`src/sv/hk_pkg.sv`:
```
// shared constants, types and command/status structs for the held-karp solver
`timescale 1ns / 1ps
`default_nettype none
package hk_pkg;

  localparam int MAX_NODES_DEF = 12;
  localparam int COST_BITS_DEF = 24;

  // fixed field widths
  localparam int NODE_W  = 4;
  localparam int ECOST_W = 24;
  localparam int TOTAL_W = 32;
  localparam int STAT_W  = 2;
  localparam int CFG_IDX_W  = 2;
  localparam int CFG_DATA_W = 4;
  localparam int IN_TDATA_W  = 32;
  localparam int OUT_TDATA_W = 48;

  localparam logic [TOTAL_W-1:0] INF = '1;

  // register indexes
  localparam logic [CFG_IDX_W-1:0] REG_NODE_COUNT    = 2'd0;
  localparam logic [CFG_IDX_W-1:0] REG_START_NODE    = 2'd1;
  localparam logic [CFG_IDX_W-1:0] REG_HAS_FIXED_END = 2'd2;
  localparam logic [CFG_IDX_W-1:0] REG_END_NODE      = 2'd3;

  // result status codes
  localparam logic [STAT_W-1:0] ST_OK        = 2'd0;
  localparam logic [STAT_W-1:0] ST_BAD_START = 2'd1;
  localparam logic [STAT_W-1:0] ST_BAD_END   = 2'd2;
  localparam logic [STAT_W-1:0] ST_NO_PATH   = 2'd3;

  // controller states, also the command to the datapath
  typedef enum logic [15:0] {
    OP_IDLE    = 16'h0001,
    OP_CHECK   = 16'h0002,
    OP_CLEAR   = 16'h0004,
    OP_INIT    = 16'h0008,
    OP_MASK    = 16'h0010,
    OP_JREAD   = 16'h0020,
    OP_JWAIT   = 16'h0040,
    OP_KREAD   = 16'h0080,
    OP_KEVAL   = 16'h0100,
    OP_FREAD   = 16'h0200,
    OP_FWAIT   = 16'h0400,
    OP_DECIDE  = 16'h0800,
    OP_BREAD   = 16'h1000,
    OP_BWAIT   = 16'h2000,
    OP_EMIT    = 16'h4000,
    OP_EMIT_ST = 16'h8000
  } op_t;

  typedef struct packed {
    op_t               op;
    logic [STAT_W-1:0] code;
  } cmd_t;

  typedef struct packed {
    logic bad_start;
    logic bad_end;
    logic tail_lock;
    logic clr_last;
    logic mask_done;
    logic has_start;
    logic j_done;
    logic j_in;
    logic here_inf;
    logic k_done;
    logic k_in;
    logic no_path;
    logic pos_zero;
    logic emit_last;
    logic out_free;
  } stat_t;

endpackage
`default_nettype wire

```
`src/sv/hk_ctrl.sv`:
```
// sequencing state machine for load, check, clear, dp scan, end scan, backtrack and emit
`timescale 1ns / 1ps
`default_nettype none
module hk_ctrl (
  input  wire logic          clk,
  input  wire logic          rst,
  input  wire logic          in_valid,
  input  wire logic          in_last,
  output logic               in_ready,
  input  wire hk_pkg::stat_t st,
  output hk_pkg::cmd_t       cmd
);

  hk_pkg::op_t                  state, state_next;
  logic [hk_pkg::STAT_W-1:0]    code, code_next;

  always_ff @(posedge clk) begin
    if (rst) begin
      state <= hk_pkg::OP_IDLE;
      code  <= hk_pkg::ST_OK;
    end else begin
      state <= state_next;
      code  <= code_next;
    end
  end

  always_comb begin
    state_next = state;
    code_next  = code;
    case (state)
      hk_pkg::OP_IDLE: begin
        if (in_valid && in_last) state_next = hk_pkg::OP_CHECK;
      end
      hk_pkg::OP_CHECK: begin
        if (st.bad_start) begin
          code_next  = hk_pkg::ST_BAD_START;
          state_next = hk_pkg::OP_EMIT_ST;
        end else if (st.bad_end) begin
          code_next  = hk_pkg::ST_BAD_END;
          state_next = hk_pkg::OP_EMIT_ST;
        end else begin
          state_next = hk_pkg::OP_CLEAR;
        end
      end
      hk_pkg::OP_CLEAR:  if (st.clr_last) state_next = hk_pkg::OP_INIT;
      hk_pkg::OP_INIT:   state_next = hk_pkg::OP_MASK;
      hk_pkg::OP_MASK: begin
        if (st.mask_done) state_next = hk_pkg::OP_FREAD;
        else if (st.has_start) state_next = hk_pkg::OP_JREAD;
      end
      hk_pkg::OP_JREAD: begin
        if (st.j_done) state_next = hk_pkg::OP_MASK;
        else if (st.j_in) state_next = hk_pkg::OP_JWAIT;
      end
      hk_pkg::OP_JWAIT: begin
        state_next = st.here_inf ? hk_pkg::OP_JREAD : hk_pkg::OP_KREAD;
      end
      hk_pkg::OP_KREAD: begin
        if (st.k_done) state_next = hk_pkg::OP_JREAD;
        else if (!st.k_in) state_next = hk_pkg::OP_KEVAL;
      end
      hk_pkg::OP_KEVAL:  state_next = hk_pkg::OP_KREAD;
      hk_pkg::OP_FREAD: begin
        if (!st.tail_lock && st.j_done) state_next = hk_pkg::OP_DECIDE;
        else state_next = hk_pkg::OP_FWAIT;
      end
      hk_pkg::OP_FWAIT: begin
        state_next = st.tail_lock ? hk_pkg::OP_DECIDE : hk_pkg::OP_FREAD;
      end
      hk_pkg::OP_DECIDE: begin
        if (st.no_path) begin
          code_next  = hk_pkg::ST_NO_PATH;
          state_next = hk_pkg::OP_EMIT_ST;
        end else begin
          state_next = hk_pkg::OP_BREAD;
        end
      end
      hk_pkg::OP_BREAD: begin
        state_next = st.pos_zero ? hk_pkg::OP_EMIT : hk_pkg::OP_BWAIT;
      end
      hk_pkg::OP_BWAIT:  state_next = hk_pkg::OP_BREAD;
      hk_pkg::OP_EMIT: begin
        if (st.out_free && st.emit_last) state_next = hk_pkg::OP_IDLE;
      end
      hk_pkg::OP_EMIT_ST: begin
        if (st.out_free) state_next = hk_pkg::OP_IDLE;
      end
      default: state_next = hk_pkg::OP_IDLE;
    endcase
  end

  assign in_ready = (state == hk_pkg::OP_IDLE);
  assign cmd.op   = state;
  assign cmd.code = code;

endmodule
`default_nettype wire

```
`config.mk`:
```
export PLATFORM = sky130hd
export DESIGN_NAME = hk_ctrl
export DESIGN_NICKNAME = d
export VERILOG_FILES = /design/src/sv/hk_pkg.sv /design/src/sv/hk_ctrl.sv
export SDC_FILE = /design/constraint.sdc
export NUM_CORES = 1
export LEC_CHECK = 0
export BUFFER_PORTS_ARGS = -buffer_cell sky130_fd_sc_hd__buf_2
export CORE_MARGIN = 2
export CORE_UTILIZATION = 54
export CTS_CLUSTER_SIZE = 24
export DETAILED_ROUTE_END_ITERATION = 7
export MAX_ROUTING_LAYER = met4
export PLACE_DENSITY = 0.88
export RECOVER_POWER = 25
export SYNTH_ARGS = -nofsm -noshare
export SYNTH_HDL_FRONTEND = slang
export SYNTH_SLANG_ARGS = --single-unit
export TNS_END_PERCENT = 5
```
`constraint.sdc`:
```
create_clock -name clk -period 5.81 [get_ports clk]
set_input_delay 0.581 -clock clk [delete_from_list [all_inputs] [get_ports clk]]
set_output_delay 0.581 -clock clk [all_outputs]
set_load 0.02 [all_outputs]
```
==> impl_metrics.csv, run 1 <==
group,metric,value,unit
setup_path,crit_type,"flip-flop to primary output",
timing,timing.fmax,395.1,MHz
clock_network,cts_tree,"done",
setup_path,critPathBufInv,1,
drt,dr_total_vias,1299,
floorplanning,rows,17,
floorplanning,start_util,55.94,%
place,place.gp.congestion,0.8543,
setup_path,crit_chain,"or4_4 -> nor2_1 -> nand2_1 -> nor2_1 -> buf_2",
final_layout,area_growth,15.15,%
clock_network,cts.sinks,18,
synth,yosysWarnings,0,
place,dp_slack,3.442,ns
drt,drtAntennaViolNets,0,
power_and_ir_drop,total_power,366.5,uW
setup_path,crit_fanout,8,
synth,synth_fp_nets,168,
synth,ys_seq_area_share,29.69,%
final_layout,antenna_cells,0,
setup_path,end_kind,"primary output",
place,portBuffers,37,
setup_path,max_stage_delay,0.62,ns
clock_network,post_cts_resized,0,
final_layout,nets,199,
global_route,grt_first_pass_wirelength,5071,um
synth,syn_area,1214,um^2
setup_path,critical_path.startpoint_type,"flip-flop",
floorplanning,core_area,2170,um^2
final_layout,most-common-layout-cells,"buf_2, dfxtp_1, nor2_1",
floorplanning,io_pins,38,
hold_path,whs_path_depth,2,
power_and_ir_drop,p_leak,0.0005307,uW
final_layout,final_common_cell,"buf_2",
setup_path,required,5.23,ns
drt,avgRoutedWirePerCell,14.37,um
timing,worstMarginPinSlew,0.8743,ns
synth,synth_flop_cell,"dfxtp_1",
synth,synth_area_per_cell,8.145,um^2
place,dp.final_hpwl,2217,um
drt,post_drt_via_cell_ratio,6.275,
timing,fin_hold_ws,0.4419,ns
power_and_ir_drop,peakVddDrop,167.3,uV
clock_network,ctsHoldBuffers,0,
synth,synthCells,149,
global_route,grt_pass1_vias,1150,
final_layout,utilization,64.42,%
synth,ys_types,47,
floorplanning,die_x,51.41,um
setup_path,reg2regPathDepth,5,
synth,synth_area_leaders,"dfxtp_1, nor2_1, nor3_1",
clock_network,cts_buffers,3,
setup_path,cpMostUsedCell,"nor2_1",
drt,drtIter0Drc,39,
floorplanning,die_y,51.41,um
timing,slew_viol_final,0,
power_and_ir_drop,pwr_density_cell,262.2,nW/um^2
timing,finalSetupViolations,0,
setup_path,critPathTopFamily,"simple AND/OR/NAND/NOR gates",
setup_path,crit_path_top_delay_cell,"or4_4",
drt,routed_wl,2974,um
global_route,grt_max_degree,18,
synth,yosys_register_bits,18,
timing,setup_tns,0,ns
synth,synth_edf_count,0,
timing,worst_slack,3.279,ns
setup_path,crit_arrival,1.95,ns
synth,synthArstFlopShare,0,%
clock_network,cts_root_buf,"clkbuf_4",
timing,layout_min_cycle_time,2.531,ns
setup_path,worstSetupPathDepth,5,
timing,hold_viol,0,
run,drv_cap,0,
synth,synth.top_cell.area_share,29.69,%
clock_network,clock_latency,0.30,ns
floorplanning,dieArea,2643,um^2
timing,fin_crit_sh,43.56,%
global_route,track_usage,25.19,%
synth,synth_top_cell_by_area,"dfxtp_1",
global_route,grt.overflow.total,0,
run_status,status,"finished, final reports clean",
timing,grt_setup_unrepaired,"false",
drt,dr.pass1.iters,4,
clock_network,htree_levels,1,
global_route,antenna_found_initial,0,
clock_network,clkTransAtPathRegs,0.11,ns
timing,fin_skew,0.004687,ns
timing,slew_headroom,41.32,%
hold_path,hp-class,"input pin to flip-flop",
drt,drc,0,
final_layout,drive_above_1_share,25.70,%
clock_network,postCtsSetupRepairBufs,0,
clock_network,clock_path_buffers,2,
## logic make-up after synthesis
family	share of synthesized area, %
compound gates	19.38
xor+xnor	2.165
buf+inv	6.288
flops	29.69
simple gates	42.48
## power breakdown
| part | switching [uW] | internal (uW) |
|---|---|---|
| Clock | 41.1 | 38.2 |
| Combinational | 88.0 | 51.5 |
| Sequential | 16.0 | 132 |
## path summary, 6_finish.rpt
check / slack [ns] / to / from
setup / recovery: 3.28 / in_ready / state[4]
hold / removal: 0.44 / state[13] / st[2]
hold reg to reg: 0.51 / code[0] / code[0]
setup reg to reg: 3.41 / state[0] / state[2]
## Yosys cell counts, types with 2 or more instances
cell and instances:
inv_1 4, a211oi_1 3, dfxtp_1 18, nor3b_1 5, nor3_1 10, clkbuf_1 5
nand4b_1 3, xor2_1 2, nand2_1 7, buf_6 2, nor4b_1 5, nand4_1 2
nor2b_1 4, buf_2 3, a31oi_1 4, a21oi_1 5, nand3_1 5, nor2_1 16
or4_4 3, nor4b_2 2, nor4_1 6, o21ai_0 8, a31o_2 3
## registers in the layout, indices dropped and copies added, names as in the netlist
signal  count
code        2
state      16
## layout make-up
type,count,area [um^2]
clock buffers,4,36.28
fillers,208,772.0
inverters,4,15.01
multi-input cells,116,777.0
flip-flops and latches,18,360.3
well taps,28,35.03
repair buffers,37,173.9
## through the flow
step / instances / cell area, um^2
6_report: 207 / 1398
4_1_cts: 207 / 1409
3_3_place_gp: 203 / 1373
3_5_place_dp: 203 / 1373
5_1_grt: 207 / 1398
2_1_floorplan: 149 / 1214
## layer usage
layer  routed length [um]  up-vias  part of all wire (%)  track usage [%]
li1                     -      632                     -                -
met1                 1314      609                    44            35.20
met2                 1421       56                    48            39.10
met3                  212        2                   7.1            2.047
met4                   25        0                  0.84            7.018
met5                    0        -                     0                -
Power figures use the tool's default switching activity.
==> run 2: changes to the inputs <==
CORE_UTILIZATION = 50   (was 54)
PLACE_DENSITY = 0.82   (was 0.88)
clock period = 2.55 ns   (was 5.81 ns; I/O delays follow)
==> run 2 against run 1 <==
Flip-flop and latch count unchanged. Register-to-register slack worse by 3.0 ns. Critical endpoint unchanged. Critical path depth is the same.
==> impl_metrics.csv, run 2 (synthesized netlist as in run 1, its figures left out) <==
group,metric,value,unit
timing,setup_tns,0,ns
clock_network,postCtsSetupRepairBufs,0,
final_layout,design_area,1413,um^2
drt,routed_wl,3072,um
setup_path,crit_arrival,2.00,ns
power_and_ir_drop,peakVddDrop,405.7,uV
place,place.gp.congestion,0.8965,
setup_path,reg2reg_slack,0.37,ns
drt,dr.pass1.iters,4,
final_layout,largest-register,"state",
final_layout,area_growth,16.39,%
clock_network,clkTransAtPathRegs,0.11,ns
final_layout,final_common_cell,"buf_2",
clock_network,cts.sinks,18,
global_route,grt.overflow.total,0,
run,drv_cap,0,
floorplanning,rows,17,
final_layout,utilization,62.65,%
final_layout,drive_above_1_share,26.52,%
timing,timing.fmax,444.1,MHz
place,portBuffers,37,
setup_path,critical_path.startpoint_type,"flip-flop",
final_layout,largest_reg_flops,16,
drt,drtAntennaViolNets,0,
hold_path,hp-class,"input pin to flip-flop",
timing,layout_min_cycle_time,2.252,ns
timing,hold_viol,0,
floorplanning,die_x,53.27,um
setup_path,crit_fanout,10,
global_route,antenna_found_initial,0,
timing,fin_skew,0.004182,ns
timing,worstMarginPinSlew,0.4537,ns
power_and_ir_drop,pwr_density_cell,608.2,nW/um^2
place,dp.final_hpwl,2330,um
clock_network,ctsHoldBuffers,0,
place,placed_area,1388,um^2
global_route,grt_first_pass_wirelength,4981,um
final_layout,most-common-layout-cells,"buf_2, dfxtp_1, nor2_1",
global_route,track_usage,23.77,%
drt,dr_total_vias,1299,
timing,slew_viol_final,0,
timing,slew_headroom,69.48,%
setup_path,crit_type,"flip-flop to primary output",
floorplanning,start_util,53.83,%
power_and_ir_drop,p_leak,0.0005404,uW
clock_network,post_cts_resized,0,
timing,finalSetupViolations,0,
floorplanning,core_area,2255,um^2
drt,post_drt_via_cell_ratio,6.215,
clock_network,cts_root_buf,"clkbuf_4",
drt,drc,0,
drt,avgRoutedWirePerCell,14.70,um
setup_path,required,2.30,ns
clock_network,cts_tree,"done",
clock_network,htree_levels,1,
global_route,grt_pass1_vias,1175,
clock_network,clock_latency,0.29,ns
setup_path,crit_chain,"or4_4 -> nor2_1 -> nand2_1 -> nor2_1 -> buf_2",
timing,grt_setup_unrepaired,"false",
clock_network,cts_buffers,3,
final_layout,antenna_cells,0,
run_status,status,"finished, final reports clean",
setup_path,critPathTopFamily,"simple AND/OR/NAND/NOR gates",
final_layout,nets,201,
final_layout,fillers,229,
timing,fin_crit_sh,88.31,%
setup_path,crit_path_top_delay_cell,"or4_4",
drt,drtIter0Drc,47,
setup_path,cpMostUsedCell,"nor2_1",
floorplanning,dieArea,2837,um^2
setup_path,max_stage_delay,0.58,ns
floorplanning,die_y,53.27,um
setup_path,end_kind,"primary output",
floorplanning,io_pins,38,
setup_path,critPathBufInv,1,
final_layout,reg_top3,"state x16, code x2",
clock_network,clock_path_buffers,2,
global_route,grt_max_degree,18,
==> run 2: cell count changes in the layout (fill, tap and decap cells not counted) <==
cell   delta
buf_4     +2
==> run 2: metal layers <==
metal  track usage (%)  part of all wire [%]
met1             31.26                    46
met2             38.07                    46
met3             4.237                   7.4
met4             5.128                  0.42
met5                 -                     0
==> run 2: cell type report <==
| class | count | area (um^2) | area share (%) |
|---|---|---|---|
| Multi-Input combinational cell | 116 | 777.0 | 55.00 |
| Sequential cell | 18 | 360.3 | 25.51 |
| Timing Repair Buffer | 39 | 188.9 | 13.37 |
| Clock buffer | 4 | 36.28 | 2.569 |
| Tap cell | 28 | 35.03 | 2.480 |
| Inverter | 4 | 15.01 | 1.063 |
==> run 2: worst paths after layout <==
| kind | cells after the start | start | end |
|---|---|---|---|
| setup / recovery | 5 | state[6] | in_ready |
| hold / removal | 2 | st[2] | state[13] |
| setup reg to reg | 6 | state[2] | code[1] |
| hold reg to reg | 1 | code[0] | code[0] |
==> run 2: report_power, final <==
part	internal [uW]	switching (uW)
clock network	87.0	90.8
logic	138	205
registers	300	38.1
==> run 2: worst reg2reg max path: stages, from the launching register on <==
cell      delay (ns)
dfxtp_1         0.40
or4_1           0.71
nor3_4          0.26
nand4b_2        0.20
nor2_1          0.20
a211oi_2        0.07
o221a_1         0.24
==> run 2: metrics by stage <==
| stage | cells | setup WS (ns) | total power, uW | hold slack (ns) |
|---|---|---|---|---|
| after floorplan | 149 | 0.4879 | 577.0 | 0.3266 |
| after global placement | 205 | 0.4625 | 675.4 | 0.4408 |
| after detailed placement | 205 | 0.4030 | 684.4 | 0.4329 |
| after CTS | 209 | 0.3141 | 863.7 | 0.1082 |
| after global routing | 209 | 0.1618 | 919.5 | 0.1218 |
| final | 209 | 0.2981 | 859.1 | 0.1191 |
==> run 3: changes to the inputs <==
CORE_MARGIN = 10   (was 2)
CTS_CLUSTER_DIAMETER = 100   (was not set)
==> run 3 against run 2 <==
Power rose by 1.3%. First-iteration DRC count rose by 120%. Clock skew rose by 0.0028 ns. Final cell count did not move. Highest routed layer unchanged. Sequential power barely moved. Flip-flop and latch count did not move. Clock power rose by 3%. Largest cell class unchanged. Critical path type is now flip-flop to flip-flop. Via count rose by 1.1%. Design area did not move. Count of clock-buffer cells in the layout did not move. Register-to-register slack got worse by 0.07 ns. Global-route usage fell by 9.4 points.
==> impl_metrics.csv, run 3 (synthesized netlist as in run 1, its figures left out) <==
group,metric,value,unit
run_status,status,"finished, final reports clean",
timing,slew_headroom,64.00,%
final_layout,utilization,62.65,%
power_and_ir_drop,pwr_density_cell,616.1,nW/um^2
timing,grt_setup_unrepaired,"false",
clock_network,cts_root_buf,"clkbuf_4",
clock_network,ctsHoldBuffers,0,
setup_path,crit_fanout,9,
timing,worstMarginPinSlew,0.5351,ns
hold_path,hp-class,"input pin to flip-flop",
clock_network,clock_path_buffers,2,
clock_network,post_cts_resized,0,
global_route,antenna_found_initial,0,
drt,dr_total_vias,1313,
final_layout,antenna_cells,0,
timing,finalSetupViolations,0,
place,dp.final_hpwl,2701,um
timing,fin_skew,0.007016,ns
setup_path,crit_type,"flip-flop to flip-flop",
run,drv_cap,0,
drt,post_drt_via_cell_ratio,6.282,
timing,layout_min_cycle_time,2.255,ns
clock_network,htree_levels,1,
setup_path,reg2reg_slack,0.30,ns
floorplanning,dieArea,4798,um^2
timing,setup_tns,0,ns
timing,hold_viol,0,
drt,avgRoutedWirePerCell,17.13,um
clock_network,cts_buffers,3,
global_route,grt_busiest_layer,"met2",
floorplanning,die_y,69.27,um
place,place.gp.congestion,0.9152,
final_layout,most-common-layout-cells,"buf_2, dfxtp_1, nor2_1",
clock_network,clkTransAtPathRegs,0.11,ns
place,portBuffers,37,
global_route,grt.overflow.total,0,
drt,dr.pass1.iters,4,
final_layout,reg_top3,"state x16, code x2",
drt,drtAntennaViolNets,0,
final_layout,area_growth,16.39,%
final_layout,largest_reg_flops,16,
power_and_ir_drop,peakVddDrop,446.6,uV
setup_path,end_kind,"flip-flop",
drt,drc,0,
setup_path,required,2.75,ns
final_layout,final_common_cell,"buf_2",
floorplanning,start_util,53.83,%
clock_network,clock_latency,0.30,ns
global_route,grt_first_pass_wirelength,5899,um
global_route,grt_pass1_vias,1301,
global_route,grt_max_degree,18,
power_and_ir_drop,p_leak,0.0005404,uW
drt,drtIter0Drc,105,
global_route,grtUsageMet2,22.78,%
final_layout,largest-register,"state",
floorplanning,core_area,2255,um^2
timing,fin_crit_sh,88.42,%
floorplanning,die_x,69.27,um
floorplanning,rows,17,
global_route,use_met3,3.566,%
timing,timing.fmax,443.5,MHz
final_layout,nets,201,
drt,routed_wl,3581,um
global_route,track_usage,14.39,%
floorplanning,io_pins,38,
clock_network,cts_tree,"done",
timing,slew_viol_final,0,
setup_path,crit_arrival,2.45,ns
clock_network,cts.sinks,18,
setup_path,critical_path.startpoint_type,"flip-flop",
global_route,use_met1,17.02,%
final_layout,drive_above_1_share,26.52,%
clock_network,postCtsSetupRepairBufs,0,
## run 3: layout make-up
| cell class | instances | area, um^2 |
|---|---|---|
| sequential | 18 | 360.3 |
| timing repair buffer | 39 | 188.9 |
| inverter | 4 | 15.01 |
| clock buffer | 4 | 36.28 |
| tap | 28 | 35.03 |
| multi-input combinational | 116 | 777.0 |
| fill | 232 | 842.1 |
## run 3: per-stage QoR
step	setup slack (ns)	total power [uW]	instance area (um^2)	instances	hold WS, ns
floorplan	0.4879	577.0	1214	149	0.3266
global placement	0.5075	680.3	1388	205	0.4290
detailed placement	0.3770	685.3	1388	205	0.4317
CTS	0.3196	864.8	1424	209	0.1117
global route	0.1862	922.6	1413	209	0.1167
finish	0.2953	870.2	1413	209	0.1059
## run 3: path summary, 6_finish.rpt
check / startpoint / to / depth (start not counted)
setup / recovery: state[2] / code[1] / 6
hold / removal: st[2] / state[13] / 2
setup reg to reg: state[2] / code[1] / 6
hold reg to reg: code[0] / code[0] / 1
## run 3: worst max-delay path, cell delays in order, from the launching register on
cell	delay, ns
dfxtp_1	0.40
or4_1	0.73
nor3_4	0.29
nand4b_2	0.19
nor2_1	0.23
a211oi_2	0.08
o221a_1	0.23
## run 3: power by group
part | internal (uW) | switching (uW) | total (uW)
clock network | 87.1 | 96.7 | 184
registers | 300 | 37.8 | 338
logic | 138 | 210 | 349
total | 525 | 345 | 870
## run 3: routing by layer
metal	vias to the layer above	share of wire (%)
li1	637	-
met1	616	45
met2	54	47
met3	6	7.0
met4	0	0.81
met5	-	0
